<file path="config.mk">
export PLATFORM = sky130hd
export DESIGN_NAME = video_frame_stream_deframer_unit
export DESIGN_NICKNAME = d
export VERILOG_FILES = /design/src/hw/rtl/vfsd_pkg.sv /design/src/hw/rtl/vfsd_parse.sv /design/src/hw/rtl/vfsd_out_buf.sv /design/src/hw/rtl/video_frame_stream_deframer_unit.sv
export SDC_FILE = /design/constraint.sdc
export NUM_CORES = 1
export LEC_CHECK = 0
export BUFFER_PORTS_ARGS = -buffer_cell sky130_fd_sc_hd__clkbuf_2
export CORE_ASPECT_RATIO = 2
export CORE_MARGIN = 2
export CORE_UTILIZATION = 50
export DETAILED_ROUTE_END_ITERATION = 8
export PLACE_DENSITY = 0.69
export SLEW_MARGIN = 20
export SYNTH_ARGS = -nofsm -noshare
export SYNTH_HDL_FRONTEND = slang
export SYNTH_SLANG_ARGS = --single-unit
export TNS_END_PERCENT = 30
</file>
<file path="constraint.sdc">
create_clock -name aclk -period 33.7 [get_ports aclk]
set_clock_uncertainty 0.05 [all_clocks]
set_input_delay 3.37 -clock aclk [delete_from_list [all_inputs] [get_ports aclk]]
set_output_delay 3.37 -clock aclk [all_outputs]
set_load 0.05 [all_outputs]
</file>
<file path="src/hw/rtl/vfsd_pkg.sv">
// ----------------------------------------------------------------------------
// vfsd_pkg: shared types and constants for the video frame stream deframer
// Header layout, field select codes, event codes and the result record.
// ----------------------------------------------------------------------------
package vfsd_pkg;

    // Header layout: five big-endian 32-bit words
    localparam logic [31:0] HDR_MAGIC = 32'h4d565046;
    localparam int          HDR_BYTES = 20;
    localparam int          IDX_W     = 5;

    // Width of offset and size on the result channel
    localparam int          OUT_W     = 21;

    // Header word selected by header_index[4:2]
    localparam logic [2:0]  FLD_MAGIC  = 3'd0;
    localparam logic [2:0]  FLD_WIDTH  = 3'd1;
    localparam logic [2:0]  FLD_HEIGHT = 3'd2;
    localparam logic [2:0]  FLD_FORMAT = 3'd3;

    // Result event kinds
    localparam logic        EVT_PAYLOAD = 1'b0;
    localparam logic        EVT_DROP    = 1'b1;

    typedef struct packed {
        logic              event_kind;
        logic [7:0]        payload_byte;
        logic [OUT_W-1:0]  payload_offset;
        logic              frame_done;
        logic [31:0]       pic_width;
        logic [31:0]       pic_height;
        logic [31:0]       pixel_format;
        logic [OUT_W-1:0]  payload_size;
    } vfsd_result_t;

endpackage

</file>
<file path="src/hw/rtl/vfsd_parse.sv">
// ----------------------------------------------------------------------------
// vfsd_parse: header collection, header check and payload counting
// Updates the framing state on every input transfer and forms the result.
// ----------------------------------------------------------------------------
module vfsd_parse
    import vfsd_pkg::*;
#(
    parameter int FRAME_STORE_BYTES = 2097152
) (
    input  logic         aclk,
    input  logic         aresetn,
    input  logic         in_fire,
    input  logic [7:0]   in_byte,
    output logic         res_valid,
    output vfsd_result_t res
);

    localparam int          CNT_W   = $clog2(FRAME_STORE_BYTES);
    localparam int          WIDE_W  = (CNT_W > OUT_W) ? CNT_W : OUT_W;
    localparam logic [31:0] MAX_LEN = 32'(FRAME_STORE_BYTES - HDR_BYTES);
    localparam logic [IDX_W-1:0] IDX_LAST = IDX_W'(HDR_BYTES - 1);

    logic [IDX_W-1:0] header_index_reg, header_index_next;
    logic             in_payload_reg, in_payload_next;
    logic [CNT_W-1:0] payload_count_reg, payload_count_next;
    logic [31:0]      magic_word_reg, magic_word_next;
    logic [31:0]      width_word_reg, width_word_next;
    logic [31:0]      height_word_reg, height_word_next;
    logic [31:0]      format_word_reg, format_word_next;
    logic [31:0]      length_word_reg, length_word_next;

    logic [31:0]      count_inc;
    logic             last_byte;
    logic             hdr_bad;
    logic [WIDE_W-1:0] offset_wide;

    assign count_inc   = 32'(payload_count_reg) + 32'd1;
    assign last_byte   = (count_inc >= length_word_reg);
    assign offset_wide = WIDE_W'(payload_count_reg);
    assign hdr_bad     = (magic_word_next != HDR_MAGIC) || (length_word_next == 32'd0) ||
                         (length_word_next > MAX_LEN);

    // Advance header collection or payload count on each transfer
    always_comb begin
        header_index_next  = header_index_reg;
        in_payload_next    = in_payload_reg;
        payload_count_next = payload_count_reg;
        magic_word_next    = magic_word_reg;
        width_word_next    = width_word_reg;
        height_word_next   = height_word_reg;
        format_word_next   = format_word_reg;
        length_word_next   = length_word_reg;
        res_valid          = 1'b0;
        res.event_kind     = EVT_PAYLOAD;
        res.payload_byte   = 8'd0;
        res.payload_offset = '0;
        res.frame_done     = 1'b0;

        if (in_fire && in_payload_reg) begin
            res_valid          = 1'b1;
            res.payload_byte   = in_byte;
            res.payload_offset = offset_wide[OUT_W-1:0];
            res.frame_done     = last_byte;
            if (last_byte) begin
                in_payload_next    = 1'b0;
                payload_count_next = '0;
            end else begin
                payload_count_next = count_inc[CNT_W-1:0];
            end
        end else if (in_fire) begin
            case (header_index_reg[4:2])
                FLD_MAGIC:  magic_word_next  = {magic_word_reg[23:0], in_byte};
                FLD_WIDTH:  width_word_next  = {width_word_reg[23:0], in_byte};
                FLD_HEIGHT: height_word_next = {height_word_reg[23:0], in_byte};
                FLD_FORMAT: format_word_next = {format_word_reg[23:0], in_byte};
                default:    length_word_next = {length_word_reg[23:0], in_byte};
            endcase
            if (header_index_reg == IDX_LAST) begin
                header_index_next = '0;
                if (hdr_bad) begin
                    res_valid      = 1'b1;
                    res.event_kind = EVT_DROP;
                end else begin
                    in_payload_next    = 1'b1;
                    payload_count_next = '0;
                end
            end else begin
                header_index_next = header_index_reg + IDX_W'(1);
            end
        end

        res.pic_width    = width_word_next;
        res.pic_height   = height_word_next;
        res.pixel_format = format_word_next;
        res.payload_size = length_word_next[OUT_W-1:0];
    end

    // Hold framing control state
    always_ff @(posedge aclk) begin
        if (!aresetn) begin
            header_index_reg  <= '0;
            in_payload_reg    <= 1'b0;
            payload_count_reg <= '0;
        end else begin
            header_index_reg  <= header_index_next;
            in_payload_reg    <= in_payload_next;
            payload_count_reg <= payload_count_next;
        end
    end

    // Hold header words
    always_ff @(posedge aclk) begin
        magic_word_reg  <= magic_word_next;
        width_word_reg  <= width_word_next;
        height_word_reg <= height_word_next;
        format_word_reg <= format_word_next;
        length_word_reg <= length_word_next;
    end

    ap_idx_in_payload: assert property (@(posedge aclk) disable iff (!aresetn)
        in_payload_reg |-> (header_index_reg == '0))
        else $error("header index not cleared while streaming payload");

    ap_count_below_len: assert property (@(posedge aclk) disable iff (!aresetn)
        in_payload_reg |-> (32'(payload_count_reg) < length_word_reg))
        else $error("payload count reached frame length");

    ap_idx_range: assert property (@(posedge aclk) disable iff (!aresetn)
        header_index_reg <= IDX_LAST)
        else $error("header index out of range");

endmodule

</file>
<file path="src/hw/rtl/vfsd_out_buf.sv">
// ----------------------------------------------------------------------------
// vfsd_out_buf: result register with skid stage
// Holds results toward the receiver and lets the input side run until the skid stage fills during stalls.
// ----------------------------------------------------------------------------
module vfsd_out_buf
    import vfsd_pkg::*;
(
    input  logic         aclk,
    input  logic         aresetn,
    input  logic         push,
    input  vfsd_result_t push_data,
    output logic         in_ready,
    output logic         m_valid,
    input  logic         m_ready,
    output vfsd_result_t m_data
);

    logic         main_valid_reg;
    logic         skid_valid_reg;
    vfsd_result_t main_data_reg;
    vfsd_result_t skid_data_reg;

    assign in_ready = !skid_valid_reg;
    assign m_valid  = main_valid_reg;
    assign m_data   = main_data_reg;

    // Drain skid into main when the result register frees, else park stalled results
    always_ff @(posedge aclk) begin
        if (!aresetn) begin
            main_valid_reg <= 1'b0;
            skid_valid_reg <= 1'b0;
        end else if (!main_valid_reg || m_ready) begin
            if (skid_valid_reg) begin
                main_valid_reg <= 1'b1;
                skid_valid_reg <= 1'b0;
            end else begin
                main_valid_reg <= push;
            end
        end else if (push) begin
            skid_valid_reg <= 1'b1;
        end
    end

    // Move result data
    always_ff @(posedge aclk) begin
        if (!main_valid_reg || m_ready) begin
            main_data_reg <= skid_valid_reg ? skid_data_reg : push_data;
        end else if (push) begin
            skid_data_reg <= push_data;
        end
    end

    ap_skid_implies_main: assert property (@(posedge aclk) disable iff (!aresetn)
        skid_valid_reg |-> main_valid_reg)
        else $error("skid stage full while result register empty");

    ap_no_push_when_full: assert property (@(posedge aclk) disable iff (!aresetn)
        push |-> !skid_valid_reg)
        else $error("result pushed into full buffer");

    ap_drain_skid: assert property (@(posedge aclk) disable iff (!aresetn)
        (skid_valid_reg && m_ready) |=> (main_valid_reg && !skid_valid_reg))
        else $error("skid stage not drained after transfer");

endmodule

</file>
<file path="src/hw/rtl/video_frame_stream_deframer_unit.sv">
// ----------------------------------------------------------------------------
// video_frame_stream_deframer_unit: framed video byte stream deframer
// Collects 20-byte frame headers, drops malformed ones, streams payload bytes.
// ----------------------------------------------------------------------------
// Usage:
//   Input channel s_*: one stream byte per transfer (s_valid / s_ready).
//   Result channel m_*: one result per payload byte, plus one drop event for
//   each malformed header (bad magic, zero length or length above
//   FRAME_STORE_BYTES - 20). Header bytes of a good header give no result.
//   Each result carries the header words of the current frame.
// Output: each result is registered before it shows on m_*. Throughput: one
//   byte per cycle while s_ready is high, set by the single pass of header
//   shift and compare logic between the state and result registers.
// Stall: a result register and a one-entry skid stage hold results while
//   m_ready is low; s_ready drops only once the skid stage is full.
// Reset: aresetn (synchronous, active low) returns the block to header hunt
//   with an empty result buffer; no clearing pass is needed.
// ----------------------------------------------------------------------------
module video_frame_stream_deframer_unit
    import vfsd_pkg::*;
#(
    parameter int FRAME_STORE_BYTES = 2097152
) (
    input  logic              aclk,
    input  logic              aresetn,
    input  logic              s_valid,
    output logic              s_ready,
    input  logic [7:0]        s_stream_byte,
    output logic              m_valid,
    input  logic              m_ready,
    output logic              m_event_kind,
    output logic [7:0]        m_payload_byte,
    output logic [OUT_W-1:0]  m_payload_offset,
    output logic              m_frame_done,
    output logic [31:0]       m_pic_width,
    output logic [31:0]       m_pic_height,
    output logic [31:0]       m_pixel_format,
    output logic [OUT_W-1:0]  m_payload_size
);

    logic         in_fire;
    logic         res_valid;
    vfsd_result_t res;
    vfsd_result_t m_data;

    assign in_fire = s_valid && s_ready;

    vfsd_parse #(
        .FRAME_STORE_BYTES(FRAME_STORE_BYTES)
    ) u_parse (
        .aclk      (aclk),
        .aresetn   (aresetn),
        .in_fire   (in_fire),
        .in_byte   (s_stream_byte),
        .res_valid (res_valid),
        .res       (res)
    );

    vfsd_out_buf u_out_buf (
        .aclk      (aclk),
        .aresetn   (aresetn),
        .push      (res_valid),
        .push_data (res),
        .in_ready  (s_ready),
        .m_valid   (m_valid),
        .m_ready   (m_ready),
        .m_data    (m_data)
    );

    // Split result record onto ports
    assign m_event_kind     = m_data.event_kind;
    assign m_payload_byte   = m_data.payload_byte;
    assign m_payload_offset = m_data.payload_offset;
    assign m_frame_done     = m_data.frame_done;
    assign m_pic_width      = m_data.pic_width;
    assign m_pic_height     = m_data.pic_height;
    assign m_pixel_format   = m_data.pixel_format;
    assign m_payload_size   = m_data.payload_size;

endmodule

</file>
======== Yosys cells after proc, flatten, opt, wreduce, memory -nomap -nowiden ========
Cells that the tools add are included.
word-level totals
  input port bits ......................... 12
  output and inout port bits .............. 150
  register bits ........................... 485
  logic and storage cells ................. 91
cells by class
  add/subtract/negate cells ............... 2
  equal/unequal tests ..................... 7
  mux-type cells .......................... 34
  magnitude comparators ................... 2
  reductions and logical operators ........ 17
  bitwise operators ....................... 3
operators with widths
  cell                     count
  $mux W32                 15
  $mux W148                1
  $mux W21                 5
  $ge A32 B32 Y1           1
  $gt A32 B21 Y1 const B   1
  $logic_not A32 Y1        1
  $ne A32 B31 Y1 const B   1
  $mux W30                 1
  $add A21 B1 Y22 const B  1
  $mux W1                  11
  $eq A3 B2 Y1 const B     2
  $add A5 B1 Y5 const B    1
  $eq A5 B5 Y1 const B     1
  $mux W5                  1
  $reduce_and A2 Y1        2
  $reduce_and A4 Y1        1
  $reduce_bool A2 Y1       2
  $reduce_or A4 Y1         1
  $eq A3 B1 Y1 const B     1
  $logic_not A3 Y1         1
  $logic_or A1 B1 Y1       3
  $not A1 Y1               3
  $reduce_and A3 Y1        1
  $logic_and A1 B1 Y1      2
  4 further kinds          5

======== Logic depth before layout (Yosys ltp) ========
  depth after elaboration ................. 13
  gate-level depth with buffers ........... 15
  gate-level depth less buffers ........... 14

======== Cells and area by module ========
From an unflattened synthesis, not the netlist that was laid out.
second synthesis, totals
  cell total of the unflattened synthesis .. 1244
  area total of the unflattened synthesis .. 19188.4 µm²
by module, submodules not included
  module                            area an instance (µm²)  sequential area each (µm²)  instances  cells an instance
  vfsd_out_buf                      11168.2                 8928.6                      1          470
  vfsd_parse                        8013.9                  3743.6                      1          773
  video_frame_stream_deframer_unit  6.3                     0.0                         1          1

======== Least setup slack after synthesis ========
No wires, ideal clock.
  kind .................................... input to register
  start point ............................. input m_ready
  end point ............................... register u_out_buf.skid_data_reg[0] (netlist bit), enable pin
  required time ........................... 32.306 ns
  arrival time ............................ 12.673 ns
  path buffers ............................ 0
  stages on the path ...................... 3
  library setup time ...................... 1.344 ns
  setup slack ............................. 19.633 ns
  cell sequence ........................... nor2b_1 -> inv_1 -> o22ai_1
between the ends
  longest elaborated chain between the ends .. 3
ends and longest elaborated chain
  element                      line                                    RTL
  start, declared              video_frame_stream_deframer_unit.sv:30  input logic m_ready,
  $logic_or A1 B1 Y1           vfsd_out_buf.sv:46                      if (!main_valid_reg || m_ready) begin
  $not A1 Y1 (no line)         -
  $reduce_and A2 Y1 (no line)  -
  end signal, assigned         vfsd_out_buf.sv:49                      skid_data_reg <= push_data;
  end, declared                vfsd_out_buf.sv:21                      vfsd_result_t skid_data_reg;
No other way between the ends.
A chain may end at the register's enable or synchronous reset.

======== Final worst setup path ========
  start point ............................. input s_valid
  end point ............................... register u_out_buf.skid_data_reg[21] (netlist bit), enable pin
between the ends
  longest elaborated chain between the ends .. 11
  elaborated cells between the ends (all ways) .. 16
  classes of those cells .................. order compare: 1; eq/ne: 1; mux: 8; reduce/logical: 6
ends and longest elaborated chain
  element                                                                 line                                    RTL
  start, declared                                                         video_frame_stream_deframer_unit.sv:26  input logic s_valid,
  $logic_and A1 B1 Y1 *                                                   video_frame_stream_deframer_unit.sv:46  assign in_fire = s_valid && s_ready;
  parallel branches: the longest is 8 deep, another holds $gt A32 B21 Y1  -
  $mux W1 *                                                               vfsd_parse.sv:59                        if (in_fire && in_payload_reg) begin
  $reduce_and A2 Y1 (no line) *                                           -
Mark *: on every way between the ends.

==> results.md <==
* Outcome: finished, final reports clean
* Vias in the first global route at between 10000 and 15000
* Synth area leader: edfxtp_1
* Post-DP HPWL at 25400 um
* LEAKAGE at between 9 and 10 nW
* Crit path DAT at about 6.8 ns
* Die Span X at 140 um
* DR WL/cell at 20.5 um
* Internal reg-to-reg setup slack at 29.03 ns
* Core Area at around 0.036 sq mm
* Post-synth EDFFs at between 200 and 300
* CP Buf/Inv Count at 3
* CTS tree: built
* Top Usage Layer GRT: met2
* Setup TNS at 0 ns
* Synth Warn # at 0
* Synthesized area at roughly 0.018 sq mm
* Crit-path max FO at 67
* Final Hold Fails at 0
* CP top delay family: simple AND/OR/NAND/NOR gates
* FF-to-FF path depth at 14
* Slew @ Worst Pin at roughly 1.1 ns
* Min-Delay Path Class: reg -> reg
* Vias/cell at 5.50
* Hold Buf Count CTS at 0
* Final period util at 0.197
* Worst vdd ir at ~50 uV
* Crit path depth at 9
* Max_cap viols at 0
* # clock sinks at 485
* PD cells at 56.2 mW/mm^2
* Net Count, Synth at between 1000 and 1500
* Most used cell, CP: buf_4
* Global-route wire length before repair at 59100 um
* Drt pass-1 iters at 4
* Worst rel slew slack at 0.296
* Worst setup margin at about 27 ns
* Cells after synthesis at between 1000 and 1500
* Worst EP required at around 34 ns
* Place WS at 26.48 ns
* Fin. max-slew vios at 0
* Total GRT Usage at 0.196
* Layout cells sized above 1 at 0.360
* Clk_lat worst skew at 0.55 ns
* F_max at ~150 MHz
* Initial antenna violation count at 1
* Clk root buf: clkbuf_16
* Post-CTS sizing at 0
* Setup violators final at 0
* Post-CTS Setup Repair Bufs at 0
* Final net count at around 1400
* Top cells by area, synth: edfxtp_1 (48%), dfxtp_1 (21%), mux2_2 (15%)
* Critical-path cell list: clkbuf_2, nor4b_4, nand2_2, or4b_2, a32oi_1, and3b_1, o22ai_4, buf_4, buf_4
* Hold Path Cell Cnt at 2
* Starting Density at 0.506
* #FFs+latches synth at 485
* Via count at between 10000 and 15000
* Die footprint at 0.0384 sq mm
* Synth top area share at 0.484
* Met3 Use GR at 0.0244
* Syn Area/Cell at 15.2 sq um
* Fill cells at about 2900
* Area Overhead vs Synth at 15.0%
* Num CTS Buffers at just over 40
* Clock buffer depth at 3
* Startpoint Class: input port
* Met1 GRT Util at 0.226
* Detail Route Antenna Nets at 0
* Minimum clock period at 6.63 ns
* Grt ovf at 0
* Setup repair after global routing missed its margin: no
* Asr flop ratio synth at 0
* Slowest stage delay, CP at 0.80 ns
* Row Count at approximately 100
* Die Ht at around 280 um
* Met2 usage at 0.361
* H-tree depth at 2
* Overall power after layout at 1.19 mW
* WL final at 38100 um
* Register area share after synthesis at 0.690
* Setup Crit Path Kind: in -> reg
* CP Capture Type: flop
* I/O Buffers at 161
* Starting DRC count in detailed routing at between 500 and 600
* Residual DRC at 0
* Netlist cell types at 61
* Main flop type after synthesis: edfxtp_1
* IO Pins at about 160
* Critical path's slowest cell: buf_4
* Largest net degree at the start of global routing at 96
* Clock-pin slew on the worst setup and hold paths at around 0.070 ns
* Gp weighted congestion at between 0.8 and 0.9
synth_stat cells, drive strengths merged, types with 6 or more instances:
| library cell | n |
|---|---|
| a21o | 34 |
| a21oi | 10 |
| a221o | 12 |
| a22o | 6 |
| and3 | 43 |
| buf | 13 |
| clkbuf | 44 |
| dfxtp | 189 |
| edfxtp | 296 |
| ha | 24 |
| inv | 28 |
| mux2 | 245 |
| nand2 | 70 |
| nand3 | 19 |
| nand4 | 14 |
| nor2 | 25 |
| nor2b | 12 |
| nor3 | 8 |
| nor4 | 8 |
| o21ai | 39 |
| xnor2 | 16 |
per-layer routing:
metal / share of wire / vias up
met4: 0.047 / 0
met2: 0.54 / 219
met1: 0.39 / 5053
met3: 0.032 / 97
met5: 0 / -
li1: - / 4847
cells by family (layout without fill, tap and decap cells):
logic type,after synthesis,count (layout),share of synthesized area
adders and majority gates,24,24,0.0163
AOI/OAI and AO/OA,122,122,0.0461
buffers and inverters,85,277,0.0189
muxes,246,246,0.151
other,0,1,0
DFF,485,485,0.690
xor gates and xnor gates,18,18,0.00858
and+or+nand+nor,231,231,0.0693
tightest hold or removal path, cell delays in order (launching register included):
cell and delay [ns]:
dfxtp_1 0.31, nand2_1 0.05, nand2_1 0.04
path summary, 6_finish.rpt:
path	start	to
worst max-delay path	s_valid	u_out_buf.skid_data_reg[21]
worst max register to register	u_parse.offset_wide[2]	u_parse.offset_wide[7]
worst min-delay path	u_parse.length_word_reg[31]	u_parse.length_word_reg[31]
worst min register to register	u_parse.length_word_reg[31]	u_parse.length_word_reg[31]
area by class of cell:
type,count,area [sq um],area share
inverters,28,113,0.00533
repair buffers,174,903,0.0428
well taps,454,568,0.0269
diodes,1,2.50,0.000118
clock buffers,49,1110,0.0524
clock inverters,26,364,0.0172
flip-flops and latches,485,12700,0.600
multi-input cells,641,5390,0.255
stage by stage:
| step | std cells | area (sq um) | utilization | hold WS (ns) |
|---|---|---|---|---|
| 2_1_floorplan | 1211 | 18400 | - | 0.372 |
| 3_3_place_gp | 1782 | 19600 | 0.541 | 0.383 |
| 3_5_place_dp | 1782 | 19600 | 0.541 | 0.386 |
| 4_1_cts | 1857 | 21100 | 0.582 | 0.397 |
| 5_1_grt | 1858 | 21100 | 0.582 | 0.416 |
| 6_report | 1858 | 21100 | 0.582 | 0.394 |
placed cells by master, fill, tap and decap left out, types with 6 or more instances in the layout:
cell and instances:
nor3_1 8, nor2_1 24, nand2_1 69, a21o_1 34, buf_4 13, a22o_1 6, nor4_1 8, nand4_1 14
edfxtp_1 296, clkbuf_16 42, o21ai_0 39, clkinv_2 7, a21oi_1 10, a221o_1 12, clkbuf_2 161, dfxtp_1 189
inv_1 26, mux2_2 244, bufinv_16 8, nor2b_1 11, ha_1 24, xnor2_1 16, nand3_1 18, and3_1 42
power breakdown:
part | switching, mW | total (mW) | internal [mW]
clock network | 0.216 | 0.515 | 0.299
logic | 0.0161 | 0.0280 | 0.0119
registers | 0.00832 | 0.643 | 0.634
total | 0.241 | 1.19 | 0.945
No activity file was read; power rests on OpenSTA's default activity.
